**src/sv/assert_macros.svh**
```systemverilog
// ---------------------------------------------------------------------------
// Assertion macros
// Clocked concurrent assertion wrappers that report through $error.
// ---------------------------------------------------------------------------
`ifndef ASSERT_MACROS_SVH
`define ASSERT_MACROS_SVH

// Asserts a property on the rising clock edge, disabled during reset.
`define FFHA_ASSERT(lbl, clk, rst, prop, msg) \
  lbl: assert property (@(posedge clk) disable iff (rst) (prop)) else $error(msg);

// Asserts that a condition never holds on a rising clock edge.
`define FFHA_NEVER(lbl, clk, rst, cond, msg) \
  lbl: assert property (@(posedge clk) disable iff (rst) !(cond)) else $error(msg);

`endif

```
**src/sv/ffha_pkg.sv**
```systemverilog
// ---------------------------------------------------------------------------
// ffha_pkg
// Shared constants, codes and types of the first-fit heap allocator.
// ---------------------------------------------------------------------------
`timescale 1ns / 1ps

package ffha_pkg;

  localparam int HEAP_BYTES   = 4096;
  localparam int HEADER_BYTES = 16;
  localparam int SPLIT_MIN    = 16;

  localparam int ADDR_W   = $clog2(HEAP_BYTES);
  localparam int END_W    = ADDR_W + 1;
  localparam int SIZE_W   = ADDR_W + 1;
  localparam int ENTRY_W  = SIZE_W + 1;
  localparam int PTR_W    = ADDR_W + 2;
  localparam int OP_W     = 2;
  localparam int BYTES_W  = 12;
  localparam int STATUS_W = 2;

  localparam logic [PTR_W-1:0] HDR_P   = PTR_W'(HEADER_BYTES);
  localparam logic [PTR_W-1:0] SPLIT_P = PTR_W'(SPLIT_MIN);
  localparam logic [PTR_W-1:0] HEAP_P  = PTR_W'(HEAP_BYTES);

  typedef enum logic [OP_W-1:0] {
    OP_ALLOC   = 2'd0,
    OP_FREE    = 2'd1,
    OP_RELEASE = 2'd2,
    OP_UNUSED  = 2'd3
  } op_t;

  typedef enum logic [STATUS_W-1:0] {
    ST_OK       = 2'd0,
    ST_EMPTY    = 2'd1,
    ST_NO_SPACE = 2'd2
  } status_t;

  typedef enum logic [3:0] {
    S_IDLE,
    S_A_CHECK,
    S_A_DATA,
    S_A_SPLIT,
    S_F_CHECK,
    S_F_DATA,
    S_F_MERGE,
    S_F_NEXT,
    S_DONE
  } state_t;

  typedef struct packed {
    logic               re;
    logic [ADDR_W-1:0]  raddr;
    logic               we;
    logic [ADDR_W-1:0]  waddr;
    logic [ENTRY_W-1:0] wdata;
  } ram_cmd_t;

  typedef struct packed {
    logic [ADDR_W-1:0] data_addr;
    status_t           status;
  } rslt_t;

  function automatic logic [ENTRY_W-1:0] mk_entry(input logic used,
                                                   input logic [SIZE_W-1:0] size);
    return {size, used};
  endfunction

endpackage

```
**src/sv/ffha_if.sv**
```systemverilog
// ---------------------------------------------------------------------------
// ffha request and response channels
// Valid/ready channels that carry allocator requests and their results.
// ---------------------------------------------------------------------------
`timescale 1ns / 1ps

interface ffha_req_if;
  import ffha_pkg::*;
  logic               valid;
  logic               ready;
  logic [OP_W-1:0]    op;
  logic [BYTES_W-1:0] req_bytes;
  logic [ADDR_W-1:0]  block_addr;

  modport source (output valid, output op, output req_bytes, output block_addr,
                  input ready);
  modport sink (input valid, input op, input req_bytes, input block_addr,
                output ready);
endinterface


```
**src/sv/ffha_ctrl.sv**
```systemverilog
// ---------------------------------------------------------------------------
// ffha_ctrl
// Sequencer that walks block headers in the header memory and updates them.
// ---------------------------------------------------------------------------
`timescale 1ns / 1ps

module ffha_ctrl (
  input  logic                       clk,
  input  logic                       rst,
  ffha_req_if.sink                   req,
  input  logic [ffha_pkg::ENTRY_W-1:0] rdata,
  input  logic                       out_free,
  output ffha_pkg::ram_cmd_t         ram_cmd,
  output logic                       done,
  output ffha_pkg::rslt_t            result
);
  import ffha_pkg::*;

  state_t             state, state_next;
  logic [BYTES_W-1:0] req_q;
  logic [ADDR_W-1:0]  blk_q;
  logic [END_W-1:0]   heap_end, heap_end_next;
  logic [PTR_W-1:0]   aux, aux_next;
  logic [PTR_W-1:0]   prev_addr, prev_addr_next;
  logic               prev_used, prev_used_next;
  logic [SIZE_W-1:0]  prev_size, prev_size_next;
  logic               have_prev, have_prev_next;
  logic [PTR_W-1:0]   base, base_next;
  logic [PTR_W-1:0]   tsz, tsz_next;
  rslt_t              rslt, rslt_next;

  logic              accept;
  logic              rd_used;
  logic [SIZE_W-1:0] rd_size;
  logic [PTR_W-1:0]  rd_size_p;
  logic [PTR_W-1:0]  req_p;
  logic              aux_past;
  logic [PTR_W-1:0]  append_sum;
  logic              no_space;
  logic              fits;
  logic              split;
  logic [PTR_W-1:0]  walk_next;
  logic              match;
  logic [PTR_W-1:0]  next_hdr;
  logic              next_in;

  assign accept     = req.valid && req.ready;
  assign rd_used    = rdata[0];
  assign rd_size    = rdata[ENTRY_W-1:1];
  assign rd_size_p  = PTR_W'(rd_size);
  assign req_p      = PTR_W'(req_q);
  assign aux_past   = aux >= PTR_W'(heap_end);
  assign append_sum = PTR_W'(heap_end) + HDR_P + req_p;
  assign no_space   = append_sum > HEAP_P;
  assign fits       = !rd_used && (rd_size_p >= req_p);
  assign split      = rd_size_p > (req_p + HDR_P + SPLIT_P);
  assign walk_next  = aux + HDR_P + rd_size_p;
  assign match      = (aux + HDR_P) == PTR_W'(blk_q);
  assign next_hdr   = base + HDR_P + tsz;
  assign next_in    = next_hdr < PTR_W'(heap_end);

  always_comb begin
    state_next = state;
    unique case (state)
      S_IDLE: begin
        if (accept) begin
          unique case (op_t'(req.op))
            OP_ALLOC: state_next = S_A_CHECK;
            OP_FREE: state_next = (heap_end == '0) ? S_DONE : S_F_CHECK;
            OP_RELEASE, OP_UNUSED: state_next = S_DONE;
          endcase
        end
      end
      S_A_CHECK: state_next = aux_past ? S_DONE : S_A_DATA;
      S_A_DATA: begin
        if (fits) begin
          state_next = split ? S_A_SPLIT : S_DONE;
        end else begin
          state_next = S_A_CHECK;
        end
      end
      S_A_SPLIT: state_next = S_DONE;
      S_F_CHECK: state_next = aux_past ? S_DONE : S_F_DATA;
      S_F_DATA: state_next = match ? S_F_MERGE : S_F_CHECK;
      S_F_MERGE: state_next = next_in ? S_F_NEXT : S_DONE;
      S_F_NEXT: state_next = S_DONE;
      S_DONE: state_next = out_free ? S_IDLE : S_DONE;
      default: state_next = S_IDLE;
    endcase
  end

  always_comb begin
    ram_cmd   = '0;
    req.ready = 1'b0;
    done      = 1'b0;
    unique case (state)
      S_IDLE: req.ready = 1'b1;
      S_A_CHECK: begin
        if (!aux_past) begin
          ram_cmd.re    = 1'b1;
          ram_cmd.raddr = aux[ADDR_W-1:0];
        end else if (!no_space) begin
          ram_cmd.we    = 1'b1;
          ram_cmd.waddr = heap_end[ADDR_W-1:0];
          ram_cmd.wdata = mk_entry(1'b1, SIZE_W'(req_q));
        end
      end
      S_A_DATA: begin
        if (fits) begin
          ram_cmd.we    = 1'b1;
          ram_cmd.waddr = aux[ADDR_W-1:0];
          ram_cmd.wdata = split ? mk_entry(1'b1, SIZE_W'(req_q)) : mk_entry(1'b1, rd_size);
        end
      end
      S_A_SPLIT: begin
        ram_cmd.we    = 1'b1;
        ram_cmd.waddr = base[ADDR_W-1:0];
        ram_cmd.wdata = mk_entry(1'b0, tsz[SIZE_W-1:0]);
      end
      S_F_CHECK: begin
        if (!aux_past) begin
          ram_cmd.re    = 1'b1;
          ram_cmd.raddr = aux[ADDR_W-1:0];
        end
      end
      S_F_MERGE: begin
        if (next_in) begin
          ram_cmd.re    = 1'b1;
          ram_cmd.raddr = next_hdr[ADDR_W-1:0];
        end else begin
          ram_cmd.we    = 1'b1;
          ram_cmd.waddr = base[ADDR_W-1:0];
          ram_cmd.wdata = mk_entry(1'b0, tsz[SIZE_W-1:0]);
        end
      end
      S_F_NEXT: begin
        ram_cmd.we    = 1'b1;
        ram_cmd.waddr = base[ADDR_W-1:0];
        ram_cmd.wdata = rd_used ? mk_entry(1'b0, tsz[SIZE_W-1:0])
                                : mk_entry(1'b0, SIZE_W'(tsz + HDR_P + rd_size_p));
      end
      S_DONE: done = out_free;
      default: ;
    endcase
  end

  always_comb begin
    heap_end_next  = heap_end;
    aux_next       = aux;
    prev_addr_next = prev_addr;
    prev_used_next = prev_used;
    prev_size_next = prev_size;
    have_prev_next = have_prev;
    base_next      = base;
    tsz_next       = tsz;
    rslt_next      = rslt;
    unique case (state)
      S_IDLE: begin
        if (accept) begin
          aux_next       = '0;
          have_prev_next = 1'b0;
          rslt_next      = '{data_addr: '0, status: ST_OK};
          if (op_t'(req.op) == OP_FREE && heap_end == '0) begin
            rslt_next.status = ST_EMPTY;
          end
          if (op_t'(req.op) == OP_RELEASE) begin
            heap_end_next = '0;
          end
        end
      end
      S_A_CHECK: begin
        if (aux_past) begin
          if (no_space) begin
            rslt_next.status = ST_NO_SPACE;
          end else begin
            rslt_next.data_addr = heap_end[ADDR_W-1:0] + ADDR_W'(HEADER_BYTES);
            heap_end_next       = append_sum[END_W-1:0];
          end
        end
      end
      S_A_DATA: begin
        if (fits) begin
          rslt_next.data_addr = ADDR_W'(aux + HDR_P);
          base_next           = aux + HDR_P + req_p;
          tsz_next            = rd_size_p - HDR_P - req_p;
        end else begin
          aux_next = walk_next;
        end
      end
      S_F_DATA: begin
        if (match) begin
          if (have_prev && !prev_used) begin
            base_next = prev_addr;
            tsz_next  = PTR_W'(prev_size) + HDR_P + rd_size_p;
          end else begin
            base_next = aux;
            tsz_next  = rd_size_p;
          end
        end else begin
          prev_addr_next = aux;
          prev_used_next = rd_used;
          prev_size_next = rd_size;
          have_prev_next = 1'b1;
          aux_next       = walk_next;
        end
      end
      default: ;
    endcase
  end

  always_ff @(posedge clk) begin
    if (rst) begin
      state    <= S_IDLE;
      heap_end <= '0;
    end else begin
      state    <= state_next;
      heap_end <= heap_end_next;
    end
  end

  always_ff @(posedge clk) begin
    if (accept) begin
      req_q <= req.req_bytes;
      blk_q <= req.block_addr;
    end
    aux       <= aux_next;
    prev_addr <= prev_addr_next;
    prev_used <= prev_used_next;
    prev_size <= prev_size_next;
    have_prev <= have_prev_next;
    base      <= base_next;
    tsz       <= tsz_next;
    rslt      <= rslt_next;
  end

  assign result = rslt;

endmodule

```
**src/flat_wrapper.sv**
```systemverilog
// flat-port wrapper written by rule: the top's interface ports become plain ports
module ffha_ctrl_flat import ffha_pkg::*;
  (clk, rst, rdata, out_free, ram_cmd, done, result, req_valid, req_op, req_req_bytes, req_block_addr, req_ready);
  ffha_req_if req_i ();
  input  logic clk;
  input  logic rst;
  input  logic [ffha_pkg::ENTRY_W-1:0] rdata;
  input  logic out_free;
  output ffha_pkg::ram_cmd_t ram_cmd;
  output logic done;
  output ffha_pkg::rslt_t result;
  input wire logic [$bits(req_i.valid)-1:0] req_valid;
  input wire logic [$bits(req_i.op)-1:0] req_op;
  input wire logic [$bits(req_i.req_bytes)-1:0] req_req_bytes;
  input wire logic [$bits(req_i.block_addr)-1:0] req_block_addr;
  output wire logic [$bits(req_i.ready)-1:0] req_ready;
  assign req_i.valid = req_valid;
  assign req_i.op = req_op;
  assign req_i.req_bytes = req_req_bytes;
  assign req_i.block_addr = req_block_addr;
  assign req_ready = req_i.ready;
  ffha_ctrl u_core (.clk(clk), .rst(rst), .req(req_i), .rdata(rdata), .out_free(out_free), .ram_cmd(ram_cmd), .done(done), .result(result));
endmodule
```
**config.mk**
```make
export PLATFORM = sky130hd
export DESIGN_NAME = ffha_ctrl_flat
export DESIGN_NICKNAME = d
export VERILOG_FILES = /design/src/sv/assert_macros.svh /design/src/sv/ffha_pkg.sv /design/src/sv/ffha_if.sv /design/src/sv/ffha_ctrl.sv /design/src/flat_wrapper.sv
export SDC_FILE = /design/constraint.sdc
export NUM_CORES = 1
export LEC_CHECK = 0
export ABC_CLOCK_PERIOD_IN_PS = 6900
export BUFFER_PORTS_ARGS = -buffer_cell sky130_fd_sc_hd__buf_4
export CAP_MARGIN = 25
export CORE_ASPECT_RATIO = 1.75
export CORE_MARGIN = 5
export CORE_UTILIZATION = 60
export DETAILED_ROUTE_END_ITERATION = 10
export PLACE_DENSITY_LB_ADDON = 0.12
export SYNTH_ARGS = -nofsm -noshare
export SYNTH_HDL_FRONTEND = slang
export SYNTH_SLANG_ARGS = --single-unit
export TNS_END_PERCENT = 50
```
**constraint.sdc**
```tcl
create_clock -name clk -period 6.9 [get_ports clk]
set_input_delay 1.035 -clock clk [delete_from_list [all_inputs] [get_ports clk]]
set_output_delay 1.035 -clock clk [all_outputs]
set_load 0.01 [all_outputs]
```
### Word level (Yosys, flattened, before mapping)

Index checks and enable logic that the tools add are counted.
Widths: inputs -> output; s select.

| operators by class | value |
|---|---|
| $add $sub $neg | 16 |
| order comparisons | 5 |
| equality and inequality tests | 21 |
| mux-type cells | 51 |
| bitwise gates (word level) | 1 |
| reductions and logical operators | 24 |

Operators by type and width:

| cell | count |
|---|---|
| $mux 14 | 13 |
| $pmux 27 s5 | 1 |
| $mux 27 | 4 |
| $mux 13 | 6 |
| $pmux 14 s2 | 2 |
| $pmux 13 s2 | 2 |
| $add 14x5->14 const B | 3 |
| $pmux 14 s3 | 1 |
| $pmux 12 s3 | 1 |
| $mux 4 | 8 |
| $pmux 4 s8 | 1 |
| $add 13x5->14 const B | 2 |
| $add 14x12->14 | 2 |
| $add 14x13->14 | 2 |
| $mux 12 | 2 |
| $eq 4x3->1 const B | 4 |
| $add 14x14->14 | 1 |
| $eq 14x12->1 | 1 |
| $ge 14x13->1 | 1 |
| $gt 13x14->1 | 1 |
| $gt 14x13->1 const B | 1 |
| $lt 14x13->1 | 1 |
| $sub 13x5->14 const B | 1 |
| $sub 14x12->14 | 1 |
| 30 further kinds | 56 |

| storage, ports and cells | value |
|---|---|
| flip-flop bits (word level) | 126 |
| bits of input ports | 44 |
| output and inout bits | 56 |

### Longest topological paths before layout

| logic depth | value |
|---|---|
| word-level depth | 6 |
| mapped depth | 19 |

### Worst setup path after synthesis

Ideal clock, no wire load.

| timing path | value |
|---|---|
| path kind | flip-flop to output port |
| start | register u_core.tsz[2] |
| end | output port ram_cmd[27] in the netlist's numbering |
| arrival | 4,076 ps |
| slack | 1,789 ps |
| stages on the path, launching flop included | 18 |
| path buffers | 2 |
| cells stage by stage | edfxtp_1 > ha_1 > ha_1 > a21o_1 > a21oi_1 > o21bai_1 > a21o_1 > a31o_1 > a21oi_1 > xnor2_1 > ha_1 > a2111o_1 > a2111oi_0 > a211o_1 > and3b_1 > clkbuf_1 > clkbuf_1 > a22o_1 |

RTL lines:

| element | RTL line | source |
|---|---|---|
| start: declaration | ffha_ctrl.sv:29 | `logic [PTR_W-1:0] tsz, tsz_next;` |
| start signal: assignment | ffha_ctrl.sv:232 | `tsz <= tsz_next;` |
| end: declaration | flat_wrapper.sv:9 | `output ffha_pkg::ram_cmd_t ram_cmd;` |

==> flow_metrics.tcl <==
set metrics [dict create \
    arrival_ps 5240 \
    gp_congestion 0.993 \
    gr-total-overflow 0 \
    pin_count 100 \
    synth-xor-area-share_pct 7.18 \
    rsz0062_at_grt "false" \
    grt_max_degree 33 \
    cts_tree "built" \
    synth_cell_types 79 \
    setup_tns_ps 0 \
    htreeDepth 4 \
    grt_pass1_wl_um 61900 \
    layout-drive-gt1-share_pct 11.4 \
    ys.flop_type "edfxtp_1" \
    post_cts_buffers 0 \
    synth.area.mux_share_pct 0.692 \
    rows 68 \
    synth.area.top_cells "edfxtp_1, ha_1, xnor2_1, inv_1, nand2_1" \
    setup_violations 0 \
    drt_pass1_iterations 7 \
    fp.dieArea_sq_um 23200 \
    maxSlewViolCount 0 \
    endpoint_kind "output port" \
    vias 11180 \
    dp.final_hpwl_um 32200 \
    ys_seq_area_share_pct 29.8 \
    grt_pass1_vias 11204 \
    synth-simple-area-share_pct 14.9 \
    die_y_um 198 \
    start_kind "flip-flop" \
    timing.final.crit_share_pct 90.9 \
    min_period_ps 6270 \
    postCtsHoldBufs 0 \
    hold_viol 0 \
    cp_data_required_time_ps 5860 \
    routedWlPerCell_um 24.1 \
    synth_nets 1594 \
    areaGrowthSynthToFinish_pct 13.0 \
    dp.cells 1662 \
    synth_top_family_by_area "adder cells" \
    diodes 0 \
    path_class "reg2out" \
    worstMarginPinSlew_ps 1020 \
    clk_pin_slew_worst_paths_ps 60 \
    synth_top_cell_area_share_pct 27.0 \
    grt_usage_pct 34.8 \
    coreArea_sq_um 19800 \
    slew_headroom_pct 31.6 \
    die_w_um 117 \
    cts_max_path_buffers 2 \
    antenna_found_initial 0 \
    wl_um 40800 \
    hp-class "reg2reg" \
    initial_utilization_pct 61.1 \
    skew_ps 13.1 \
    maxClockFrequency_mhz 159 \
    cap_violations 0 \
    remaining_drc_errors 0 \
    final_cells 1695 \
    nets 1684 \
    ys_ff_latch 126 \
    powerDensity_nw_per_um2 193 \
    root_buffer "clkbuf_16" \
    synth_fa_ha_area_share_pct 21.6 \
    cts.sinks 126 \
    outcome "finished, final reports clean" \
    mostFrequentLayoutCell "ha_1" \
    numCtsBuffers 17 \
    worstSkewPairLatency_ps 430 \
    fillers 1628 \
    cts_resized 0 \
    power.leakage_nw 6.00 \
    final_cell_mix "ha_1, inv_1, buf_4, nand2_1, edfxtp_1" \
    synth_warnings 0 \
    synth_edf_count 109 \
    postRouteAntennaNets 0 \
    yosys.area.top_type "edfxtp_1" \
    power_mw 2.64 \
    crit_fanout 9 \
    ir_drop_v 0.000261 \
    synth.avg_cell_area_sq_um 8.99 \
    synthArstFlopShare_pct 0 \
    syn-cell-area_sq_um 12100 \
    numPortBuffers 99 \
    synth_compound_area_share_pct 20.6 \
    viasPerCell 6.60 \
    drt_iter0_drc 1059 \
    syn_inst 1347 \
]
## power by group
| part | internal (mW) | total (mW) | leakage [nW] | switching, mW |
|---|---|---|---|---|
| Sequential | 0.889 | 0.955 | 1.16 | 0.0664 |
| Combinational | 0.322 | 0.800 | 4.55 | 0.478 |
| Clock | 0.512 | 0.889 | 0.285 | 0.378 |
## cell families after synthesis
logic type	after synthesis
AO/OA/AOI/OAI	373
XOR/XNOR	96
adder cells (fa/ha/maj)	203
buffers and inverters	163
flip-flops	126
multiplexers	7
AND/OR/NAND/NOR	379
## worst paths after layout
check | from | endpoint | slack, ps | cells after the start
hold / removal | u_core.heap_end[12] | u_core.heap_end[12] | 560 | 1
setup / recovery | u_core.tsz[1] | ram_cmd[14] | 630 | 18
hold reg to reg | u_core.heap_end[12] | u_core.heap_end[12] | 560 | 1
setup reg to reg | u_core.tsz[1] | u_core.state[3] | 2240 | 16
## worst max-delay path, stage by stage, from the launching register on
cell and delay (ps):
edfxtp_1 450, ha_1 340, ha_1 190, inv_1 60, fa_1 410, nor2b_1 180, o31a_1 180, o21ai_1 120
o21ai_1 210, xor2_1 240, ha_1 290, a2111o_1 390, a2111oi_0 410, a211o_1 240, a31oi_1 280, buf_4 290
a22oi_1 180, o21ai_1 160, buf_4 210
## cells in the mapped netlist, types with 12 or more instances
library cell,number
inv_1,116
ha_1,192
nand2_1,109
nor2_1,101
and3_1,17
a21o_1,20
xor2_1,33
a22oi_1,21
nor3_1,38
xnor2_1,61
a21oi_1,69
nor2b_1,19
edfxtp_1,109
o21ai_1,34
a211oi_1,21
dfxtp_1,17
clkbuf_1,35
o21ai_0,55
o21a_1,15
nand3_1,30
nand2b_1,12
a22o_1,26
a31oi_1,17
## per-stage QoR
stage,hold slack (ps),util [%],cell area [sq um],setup slack (ps)
floorplan,455,-,12100,1790
global placement,546,66.1,13100,1280
detailed placement,543,66.1,13100,1210
CTS,554,69.0,13700,701
global route,584,69.0,13700,325
finish,558,69.0,13700,629
## per-layer routing
| layer | up-vias | part of all wire [%] | track usage, % |
|---|---|---|---|
| li1 | 5138 | - | - |
| met1 | 5250 | 33 | 35.3 |
| met4 | 0 | 12 | 34.8 |
| met5 | - | 0 | 0 |
| met2 | 564 | 49 | 59.4 |
| met3 | 228 | 6.5 | 5.32 |
## final cells by class
cell class	count	area [sq um]	area share, %
multi-input cells	1058	7890	57.6
flip-flops and latches	126	3610	26.4
repair buffers	114	856	6.25
inverters	120	450	3.29
clock buffers	18	439	3.21
well taps	245	307	2.24
clock inverters	14	133	0.969
## flip-flops by register name (all words and copies together) (netlist names)
register          cells
u_core.aux           14
u_core.base          14
u_core.blk_q         12
u_core.have_prev      1
u_core.heap_end      13
u_core.prev_addr     14
u_core.prev_size     13
u_core.prev_used      1
u_core.req_q         12
u_core.result        14
u_core.state          4
u_core.tsz           14
(Power assumes the default switching activity.)
